--- src/sv/ipd_pkg.sv ---
// Shared types and constants for the isolated pixel detector.
// Used by the line buffer and the top level; depends on nothing.
package ipd_pkg;

    // Configuration port widths, fixed by the register map.
    localparam int CFG_DATA_W = 13;
    localparam int ROWS_CFG_W = 13;
    localparam int COLS_CFG_W = 11;

    // Register indexes on the configuration port.
    typedef enum logic [0:0] {
        CFG_IMAGE_ROWS = 1'b0,
        CFG_IMAGE_COLS = 1'b1
    } ipd_cfg_index_t;

    // Outputs of one line buffer: pixel one row back and the one after it.
    typedef struct packed {
        logic tail;     // delay of one full row
        logic pretail;  // delay of one row less one pixel
    } ipd_taps_t;

endpackage

--- src/sv/ipd_pixel_if.sv ---
// Pixel input channel: valid/ready handshake with a one-bit pixel.
// Stand-alone; no package dependency.
interface ipd_pixel_if;
    logic valid;
    logic ready;
    logic pixel;

    modport source (output valid, output pixel, input ready);
    modport sink   (input valid, input pixel, output ready);
endinterface

--- src/sv/ipd_result_if.sv ---
// Result channel: valid/ready handshake with the per-frame found bit.
// Stand-alone; no package dependency.
interface ipd_result_if;
    logic valid;
    logic ready;
    logic isolated_found;

    modport source (output valid, output isolated_found, input ready);
    modport sink   (input valid, input isolated_found, output ready);
endinterface

--- src/sv/ipd_cell.sv ---
// One storage cell of a line buffer: holds a pixel, takes either the
// neighbor's pixel or the incoming one. No package dependency.
module ipd_cell
(
    input  logic clk,
    input  logic shift_en,
    input  logic load,
    input  logic din,
    input  logic prev,
    output logic dout
);

    logic data_reg;

    always_ff @(posedge clk)
    begin
        if (shift_en)
        begin
            data_reg <= load ? din : prev;
        end
    end

    assign dout = data_reg;

endmodule

--- src/sv/ipd_line.sv ---
// Row line buffer built as a chain of ipd_cell; the entry point moves with
// the row length so the tail always lags by one row. Depends on ipd_pkg.
module ipd_line #(
    parameter int MAX_COLS = 1024
)
(
    input  logic                 clk,
    input  logic                 shift_en,
    input  logic [MAX_COLS-1:0]  entry_sel,
    input  logic                 din,
    output ipd_pkg::ipd_taps_t   taps
);
    import ipd_pkg::*;

    logic [MAX_COLS-1:0] cell_q;

    for (genvar i = 0; i < MAX_COLS; i++)
    begin : g_cell
        if (i == 0)
        begin : g_head
            ipd_cell u_cell (
                .clk      (clk),
                .shift_en (shift_en),
                .load     (entry_sel[i]),
                .din      (din),
                .prev     (din),
                .dout     (cell_q[i])
            );
        end
        else
        begin : g_body
            ipd_cell u_cell (
                .clk      (clk),
                .shift_en (shift_en),
                .load     (entry_sel[i]),
                .din      (din),
                .prev     (cell_q[i-1]),
                .dout     (cell_q[i])
            );
        end
    end

    assign taps.tail    = cell_q[MAX_COLS-1];
    assign taps.pretail = cell_q[MAX_COLS-2];

endmodule

--- src/sv/isolated_pixel_detector.sv ---
// Isolated pixel detector (4-connected), top level.
// Throughput: one pixel per cycle; a frame's last pixel stalls while the prior result waits.
// Latency: the frame result is registered and valid the cycle after the last pixel.
// Two cell-chain line buffers give the row-above taps; window checks are one level.
// Reset (rst_n, async, low): image size 1x1, frame position and found flag cleared.
module isolated_pixel_detector #(
    parameter int MAX_COLS = 1024,
    parameter int MAX_ROWS = 4096
)
(
    input  logic                            clk,
    input  logic                            rst_n,
    ipd_pixel_if.sink                       pixels,
    ipd_result_if.source                    results,
    input  logic                            wr_en,
    input  ipd_pkg::ipd_cfg_index_t         wr_index,
    input  logic [ipd_pkg::CFG_DATA_W-1:0]  wr_data
);
    import ipd_pkg::*;

    localparam int COL_W = $clog2(MAX_COLS);
    localparam int ROW_W = $clog2(MAX_ROWS);

    // Frame geometry, stored as last index after clamping to 1..MAX.
    logic [COL_W-1:0]    cols_last_reg, cols_last_next;
    logic [ROW_W-1:0]    rows_last_reg, rows_last_next;
    logic [MAX_COLS-1:0] entry_sel_reg, entry_sel_next;

    // Raster position and sticky flag.
    logic [COL_W-1:0] col_reg, col_next;
    logic [ROW_W-1:0] row_reg, row_next;
    logic             found_reg, found_next;

    // Short pixel history: one and two pixels back, one row plus one back.
    logic d1_reg, d2_reg, drow1_reg;

    // Output register.
    logic out_valid_reg, out_valid_next;
    logic out_found_reg, out_found_next;

    ipd_taps_t taps_a, taps_b;

    logic accept;
    logic last_col, last_row, frame_end;
    logic has_row1, has_row2, has_left, has_left2, has_right;
    logic iso_above, iso_prev, iso_cur, found_upd;

    logic [31:0] cfg_wide;

    // ---------------------------------------------------------------
    // Handshake: a non-final pixel always goes in; the final pixel of a
    // frame needs the output register free or draining this cycle.
    // ---------------------------------------------------------------
    assign last_col  = (col_reg == cols_last_reg);
    assign last_row  = (row_reg == rows_last_reg);
    assign frame_end = last_col && last_row;

    assign pixels.ready = !frame_end || !out_valid_reg || results.ready;
    assign accept       = pixels.valid && pixels.ready;

    // ---------------------------------------------------------------
    // Line buffers: A lags the stream by one row, B by two rows.
    // ---------------------------------------------------------------
    ipd_line #(.MAX_COLS(MAX_COLS)) u_line_a (
        .clk       (clk),
        .shift_en  (accept),
        .entry_sel (entry_sel_reg),
        .din       (pixels.pixel),
        .taps      (taps_a)
    );

    ipd_line #(.MAX_COLS(MAX_COLS)) u_line_b (
        .clk       (clk),
        .shift_en  (accept),
        .entry_sel (entry_sel_reg),
        .din       (taps_a.tail),
        .taps      (taps_b)
    );

    // ---------------------------------------------------------------
    // Neighborhood tests.
    // iso_above: centre is the pixel one row above the incoming one; the
    //   incoming pixel is its lower neighbor.
    // iso_prev:  on the last row, the previous pixel has no lower neighbor;
    //   the incoming pixel is its right neighbor.
    // iso_cur:   the very last pixel of the frame, tested on arrival.
    // ---------------------------------------------------------------
    assign has_row1  = (row_reg != '0);
    assign has_row2  = (row_reg > ROW_W'(1));
    assign has_left  = (col_reg != '0);
    assign has_left2 = (col_reg > COL_W'(1));
    assign has_right = !last_col;

    assign iso_above = has_row1 && taps_a.tail
                     && !(has_row2 && taps_b.tail)
                     && !(has_left && drow1_reg)
                     && !(has_right && taps_a.pretail)
                     && !pixels.pixel;

    assign iso_prev  = last_row && has_left && d1_reg
                     && !(has_left2 && d2_reg)
                     && !(has_row1 && drow1_reg)
                     && !pixels.pixel;

    assign iso_cur   = frame_end && pixels.pixel
                     && !(has_left && d1_reg)
                     && !(has_row1 && taps_a.tail);

    assign found_upd = found_reg || iso_above || iso_prev || iso_cur;

    // ---------------------------------------------------------------
    // Configuration decode: clamp to 1..MAX and store the last index;
    // the chain from the cell where a row enters to the tail is one row long.
    // ---------------------------------------------------------------
    always_comb
    begin
        cols_last_next = cols_last_reg;
        rows_last_next = rows_last_reg;
        cfg_wide       = 32'(wr_data);
        unique case (wr_index)
            CFG_IMAGE_ROWS:
            begin
                cfg_wide = 32'(wr_data[ROWS_CFG_W-1:0]);
                if (cfg_wide == 32'd0)
                    rows_last_next = '0;
                else if (cfg_wide > 32'(MAX_ROWS))
                    rows_last_next = ROW_W'(MAX_ROWS - 1);
                else
                    rows_last_next = ROW_W'(cfg_wide - 32'd1);
            end
            CFG_IMAGE_COLS:
            begin
                cfg_wide = 32'(wr_data[COLS_CFG_W-1:0]);
                if (cfg_wide == 32'd0)
                    cols_last_next = '0;
                else if (cfg_wide > 32'(MAX_COLS))
                    cols_last_next = COL_W'(MAX_COLS - 1);
                else
                    cols_last_next = COL_W'(cfg_wide - 32'd1);
            end
            default:
            begin
                cols_last_next = cols_last_reg;
            end
        endcase
    end

    always_comb
    begin
        for (int i = 0; i < MAX_COLS; i++)
        begin
            entry_sel_next[i] = (COL_W'(MAX_COLS - 1 - i) == cols_last_next);
        end
    end

    // ---------------------------------------------------------------
    // Position, flag and result next state.
    // ---------------------------------------------------------------
    always_comb
    begin
        col_next       = col_reg;
        row_next       = row_reg;
        found_next     = found_reg;
        out_valid_next = out_valid_reg;
        out_found_next = out_found_reg;

        // drain the result once the sink takes it
        if (out_valid_reg && results.ready)
            out_valid_next = 1'b0;

        priority if (wr_en)
        begin
            // restart the frame; buffers are rewritten before being read
            col_next   = '0;
            row_next   = '0;
            found_next = 1'b0;
        end
        else if (accept)
        begin
            if (frame_end)
            begin
                col_next       = '0;
                row_next       = '0;
                found_next     = 1'b0;
                out_valid_next = 1'b1;
                out_found_next = found_upd;
            end
            else if (last_col)
            begin
                col_next   = '0;
                row_next   = row_reg + ROW_W'(1);
                found_next = found_upd;
            end
            else
            begin
                col_next   = col_reg + COL_W'(1);
                found_next = found_upd;
            end
        end
        else
        begin
            // hold position and flag while no pixel arrives
            found_next = found_reg;
        end
    end

    always_ff @(posedge clk or negedge rst_n)
    begin
        if (!rst_n)
        begin
            cols_last_reg <= '0;
            rows_last_reg <= '0;
            entry_sel_reg <= MAX_COLS'(1) << (MAX_COLS - 1);
            col_reg       <= '0;
            row_reg       <= '0;
            found_reg     <= 1'b0;
            out_valid_reg <= 1'b0;
        end
        else
        begin
            if (wr_en)
            begin
                cols_last_reg <= cols_last_next;
                rows_last_reg <= rows_last_next;
                entry_sel_reg <= entry_sel_next;
            end
            col_reg       <= col_next;
            row_reg       <= row_next;
            found_reg     <= found_next;
            out_valid_reg <= out_valid_next;
        end
    end

    // Pixel history and result payload: no reset needed.
    always_ff @(posedge clk)
    begin
        if (accept)
        begin
            d1_reg    <= pixels.pixel;
            d2_reg    <= d1_reg;
            drow1_reg <= taps_a.tail;
        end
        out_found_reg <= out_found_next;
    end

    assign results.valid          = out_valid_reg;
    assign results.isolated_found = out_found_reg;

endmodule

--- src/flat_wrapper.sv ---
// flat-port wrapper written by rule: the top's interface ports become plain ports
module isolated_pixel_detector_flat import ipd_pkg::*;
#(
    parameter int MAX_COLS = 1024,
    parameter int MAX_ROWS = 4096
)
  (clk, rst_n, wr_en, wr_index, wr_data, pixels_valid, pixels_pixel, pixels_ready, results_valid, results_isolated_found, results_ready);
  ipd_pixel_if pixels_i ();
  ipd_result_if results_i ();
  input  logic clk;
  input  logic rst_n;
  input  logic wr_en;
  input  ipd_pkg::ipd_cfg_index_t wr_index;
  input  logic [ipd_pkg::CFG_DATA_W-1:0] wr_data;
  input wire logic [$bits(pixels_i.valid)-1:0] pixels_valid;
  input wire logic [$bits(pixels_i.pixel)-1:0] pixels_pixel;
  output wire logic [$bits(pixels_i.ready)-1:0] pixels_ready;
  output wire logic [$bits(results_i.valid)-1:0] results_valid;
  output wire logic [$bits(results_i.isolated_found)-1:0] results_isolated_found;
  input wire logic [$bits(results_i.ready)-1:0] results_ready;
  assign pixels_i.valid = pixels_valid;
  assign pixels_i.pixel = pixels_pixel;
  assign pixels_ready = pixels_i.ready;
  assign results_valid = results_i.valid;
  assign results_isolated_found = results_i.isolated_found;
  assign results_i.ready = results_ready;
  isolated_pixel_detector #(.MAX_COLS(MAX_COLS), .MAX_ROWS(MAX_ROWS)) u_core (.clk(clk), .rst_n(rst_n), .pixels(pixels_i), .results(results_i), .wr_en(wr_en), .wr_index(wr_index), .wr_data(wr_data));
endmodule
--- config.mk ---
export PLATFORM = sky130hd
export DESIGN_NAME = isolated_pixel_detector_flat
export DESIGN_NICKNAME = d
export VERILOG_FILES = /design/src/sv/ipd_pkg.sv /design/src/sv/ipd_pixel_if.sv /design/src/sv/ipd_result_if.sv /design/src/sv/ipd_cell.sv /design/src/sv/ipd_line.sv /design/src/sv/isolated_pixel_detector.sv /design/src/flat_wrapper.sv
export SDC_FILE = /design/constraint.sdc
export NUM_CORES = 2
export LEC_CHECK = 0
export ABC_AREA = 1
export BUFFER_PORTS_ARGS = -buffer_cell sky130_fd_sc_hd__buf_4
export CORE_UTILIZATION = 55
export CTS_CLUSTER_DIAMETER = 50
export DETAILED_ROUTE_END_ITERATION = 8
export PLACE_DENSITY = 0.67
export SLEW_MARGIN = 20
export SYNTH_ARGS = -nofsm -noshare
export SYNTH_HDL_FRONTEND = slang
export SYNTH_SLANG_ARGS = --single-unit
export TNS_END_PERCENT = 50
--- constraint.sdc ---
create_clock -name clk -period 50.6 [get_ports clk]
set_input_delay 5.06 -clock clk [delete_from_list [all_inputs] [get_ports clk]]
set_output_delay 5.06 -clock clk [all_outputs]
set_load 0.01 [all_outputs]
Yosys cells after proc, flatten, opt, wreduce, memory -nomap -nowiden. Index checks and enable logic that the tools add are counted.

Register bits: 3120. Input port bits: 20. Output and inout bits: 3. Word-level logic and storage cells: 5206.

Add/subtract/negate cells: 4. Order comparisons: 4. Equality and inequality tests: 1025. Muxes and demuxes: 2066. Bitwise operators: 2. Reductions and logical operators: 48.

Operators with widths (count): 10-bit == test, first input constant (512); 9-bit by 10-bit == test with 1-bit output, first input constant (256); 1-bit two-way mux (2053); 8-bit by 10-bit == test with 1-bit output, first input constant (128); 7-bit by 10-bit == test with 1-bit output, first input constant (64); 6-bit by 10-bit == test with 1-bit output, first input constant (32); 5-bit by 10-bit == test with 1-bit output, first input constant (16); 4-bit by 10-bit == test with 1-bit output, first input constant (8); 12-bit two-way mux (6); 10-bit two-way mux (7); 3-bit by 10-bit == test with 1-bit output, first input constant (4); 1-bit logical AND (22); 2-bit by 10-bit == test with 1-bit output, first input constant (2); 13-bit > comparator, second input constant (1); 13-bit logical NOT (1); 12-bit by 1-bit adder with 12-bit output, second input constant (1); 12-bit == test (1); 12-bit by 1-bit > comparator with 1-bit output, second input constant (1); 12-bit nonzero test (1); 12-bit by 1-bit subtractor with 12-bit output, second input constant (1); 11-bit > comparator, second input constant (1); 1-bit logical NOT (11); 11-bit logical NOT (1); 10-bit by 1-bit adder with 10-bit output, second input constant (1); other kinds (12) (18).

Logic depth before layout (Yosys ltp).
Depth in word-level cells: 13. Gate-level depth with buffers: 15. Gate-level depth less buffers: 14.

Worst setup path before layout. No wires, ideal clock.

Path type: input to register. From: in results_ready. To: reg u_core.d1_reg (enable). Setup time: 2.356 ns. Arrival: 44.588 ns. Required time: 48.244 ns. Setup slack: 3.656 ns. Stages on the path: 4. Buffers on the path: 0. Path through: nor2_1 -> nand3_1 -> nand2_1 -> inv_1.

Cells in the longest elaborated chain, start to end: 2.

RTL lines: start, declared (RTL line flat_wrapper.sv:20) `input wire logic [$bits(results_i.ready)-1:0] results_ready;`; 1-bit logical OR (RTL line isolated_pixel_detector.sv:58) `assign pixels.ready = !frame_end || !out_valid_reg || results.ready;`; net pixels_ready (RTL line flat_wrapper.sv:17) `output wire logic [$bits(pixels_i.ready)-1:0] pixels_ready;`; 1-bit logical AND (RTL line isolated_pixel_detector.sv:59) `assign accept = pixels.valid && pixels.ready;`; net u_core.accept (RTL line isolated_pixel_detector.sv:43) `logic accept;`; end signal, assigned (RTL line isolated_pixel_detector.sv:239) `d1_reg <= pixels.pixel;`; end, declared (RTL line isolated_pixel_detector.sv:35) `logic d1_reg, d2_reg, drow1_reg;`.

The timed path passes the listed nets, and every way through them passes these cells. A chain may end at the register's enable or synchronous reset.

Worst setup path after layout.
From: in results_ready. To: out pixels_ready.

Cells in the longest elaborated chain, start to end: 1.

RTL lines (RTL line): 1-bit logical OR (isolated_pixel_detector.sv:58); end, declared (flat_wrapper.sv:17).

No other way between the ends.

==> results.json <==
{
  "fill_cells": 17730,
  "crit_slowest_cell": "buf_4",
  "start_util": 0.553,
  "die_width_um": 483,
  "seq_area_frac_synth": 0.694,
  "finalPower_mw": 5.60,
  "totalWireLength_um": 292000,
  "overflow": 0,
  "grt_max_degree": 234,
  "synth.area.top_cells": "edfxtp_1, dfrtp_1, mux2_2, nand2_1, nand3_1",
  "final_cell_mix": "nand2_1, edfxtp_1, nor2_1",
  "grt_pass1_wl_um": 462000,
  "startpoint": "results_ready",
  "holdCritStartpoint": "u_core.d1_reg$_DFFE_PP_",
  "synth-edff-count": 2050,
  "instances_no_fill": 13568,
  "die_y_um": 483,
  "setup_viol": 0,
  "slowest_delay_ps": 180,
  "wl_per_cell_um": 21.6,
  "portBuffers": 22,
  "ys_ff_latch": 3119,
  "first_iter_violations": 7918,
  "io_pins": 23,
  "final_common_cell": "nand2_1",
  "hold_viol": 0,
  "route.detailed.drc": 0,
  "fin_area_um2": 140000,
  "syn_avg_cell_area_um2": 12.2,
  "firstDrtPassIters": 6,
  "fmax_mhz": 93.8,
  "end_kind": "output pin",
  "final-seq-area_um2": 88300,
  "place_congestion": 0.787,
  "grt_usage": 0.252,
  "ant_nets": 0,
  "cts_max_path_buffers": 4,
  "mappedNetlistNets": 10474,
  "tritoncts": "done",
  "post_cts_buffers": 0,
  "critical_path.most_common_cell": "buf_4",
  "numCtsBuffers": 342,
  "path_clk_slew_ps": 60,
  "synth.cell_area_um2": 127000,
  "rsz0062_at_grt": "false",
  "required_ps": 45540,
  "vias_per_cell": 5.87,
  "cp_num_cells": 4,
  "place_area_um2": 130000,
  "max-cap-violations": 0,
  "fp.coreArea_um2": 230000,
  "dp_cells": 12957,
  "tns_ps": 0,
  "synth_top_cell_area_share": 0.484,
  "clock_latency_ps": 950,
  "syn_inst": 10445,
  "grt_antenna_before_repair": 4,
  "slew_viol_final": 0,
  "dieArea_um2": 233000,
  "worst-path-buf-inv": 2,
  "synthArstFlopShare": 0.343,
  "cts_resized": 0,
  "p_leak_nw": 57.8,
  "relSlewSlack": 0.105,
  "rows": 176,
  "dp_hpwl_um": 138000,
  "r2r-start": "u_core.col_reg[0]$_DFFE_PN0P_",
  "cp_cell_sequence": "buf_4 > nor2_1 > nand3_1 > buf_4",
  "min_path_cells": 0,
  "h-tree-depth": 5,
  "num_vias": 79584,
  "multi_input_area_um2": 35800,
  "yosys_warnings": 0,
  "hold_ws_ps": 497,
  "cts_hold_buffers": 0,
  "synth.distinct_cells": 36,
  "hp-class": "flip-flop to flip-flop",
  "fin_skew_ps": 49.4,
  "r2r_cells": 13,
  "start_kind": "primary input",
  "status": "complete, no violations",
  "crit_arrival_ps": 5610,
  "min_period_ps": 10670,
  "numClockSinks": 3119,
  "drive_above_1_share": 0.165,
  "nets": 10304,
  "critPathTopFamily": "buffers and inverters",
  "area_growth_pct": 10.4,
  "grt_pass1_vias": 79847,
  "synth_top_cell_by_area": "edfxtp_1",
  "worstMarginPinSlew_ps": 1340,
  "period_share": 0.211,
  "critPathKind": "primary input to output pin",
  "synthFlopType": "edfxtp_1",
  "powerDensity_nw_per_um2": 39.9,
  "cp_max_fo": 2,
  "clockRootBuffer": "clkbuf_16",
  "irDropWorstVdd_mv": 0.0388
}
synth_stat cells (4+ instances only):
| master | n |
|---|---|
| edfxtp_1 | 2050 |
| nor2_4 | 32 |
| ha_1 | 9 |
| nand4_1 | 4 |
| o21ai_0 | 34 |
| inv_1 | 64 |
| a21oi_1 | 1030 |
| nand2_4 | 4 |
| xnor2_1 | 10 |
| inv_2 | 4 |
| buf_2 | 299 |
| dfrtp_1 | 1068 |
| clkbuf_1 | 359 |
| nor2_1 | 1074 |
| nand2_1 | 2226 |
| nand2_2 | 15 |
| mux2_2 | 1023 |
| xor2_1 | 19 |
| nor2_2 | 6 |
| nand3_1 | 1063 |
| nor3_1 | 28 |
where the power goes:
part | internal, mW | total, mW | switching, mW
combinational | 0.0733 | 0.299 | 0.226
clock | 1.42 | 2.43 | 1.00
sequential | 2.84 | 2.87 | 0.0320
total | 4.34 | 5.60 | 1.26
layout make-up:
type	instances	area share
clock inverters	133	0.00907
well taps	3026	0.0270
repair buffers	148	0.00945
inverters	68	0.00198
diodes	1	0.0000178
multi-input cells	6596	0.255
flip-flops and latches	3119	0.629
clock buffers	477	0.0684
metrics by stage:
step,setup slack [ps],utilization
final,39930,0.611
after global routing,39870,0.611
after CTS,39930,0.611
after detailed placement,39500,0.563
after global placement,39620,0.563
after floorplan,3660,-
kinds of logic (layout without fill, tap and decap cells):
kind of cell / after synthesis / count (layout) / share of synthesized area
xor gates and xnor gates: 29 / 29 / 0.00200
adders and majority gates: 9 / 9 / 0.000885
other: 0 / 1 / 0
DFF: 3119 / 3119 / 0.694
AOI/OAI and AO/OA: 1078 / 1078 / 0.0428
muxes: 1023 / 1023 / 0.0905
buffers and inverters: 730 / 826 / 0.0246
and+or+nand+nor: 4457 / 4457 / 0.145
final timing paths:
path | to | slack, ps
hold reg to reg | u_core.d2_reg$_DFFE_PP_ | 500
setup / recovery | pixels_ready | 39930
setup reg to reg | u_core.u_line_a.g_cell[483].g_body.u_cell.dout$_DFFE_PP_ | 43690
hold / removal | u_core.d2_reg$_DFFE_PP_ | 500
min in group asynchronous | u_core.entry_sel_reg[264]$_DFFE_PN0P_ | 4210
max in group asynchronous | u_core.entry_sel_reg[558]$_DFFE_PN0P_ | 42790
layer usage:
metal | track usage | wire length [um] | vias up
li1 | - | - | 36115
met1 | 0.366 | 129000 | 40565
met2 | 0.404 | 139000 | 2467
met3 | 0.0338 | 17500 | 437
met4 | 0.0668 | 6670 | 0
met5 | 0 | 0 | -
Note: power is estimated with default switching activity, not from simulation.
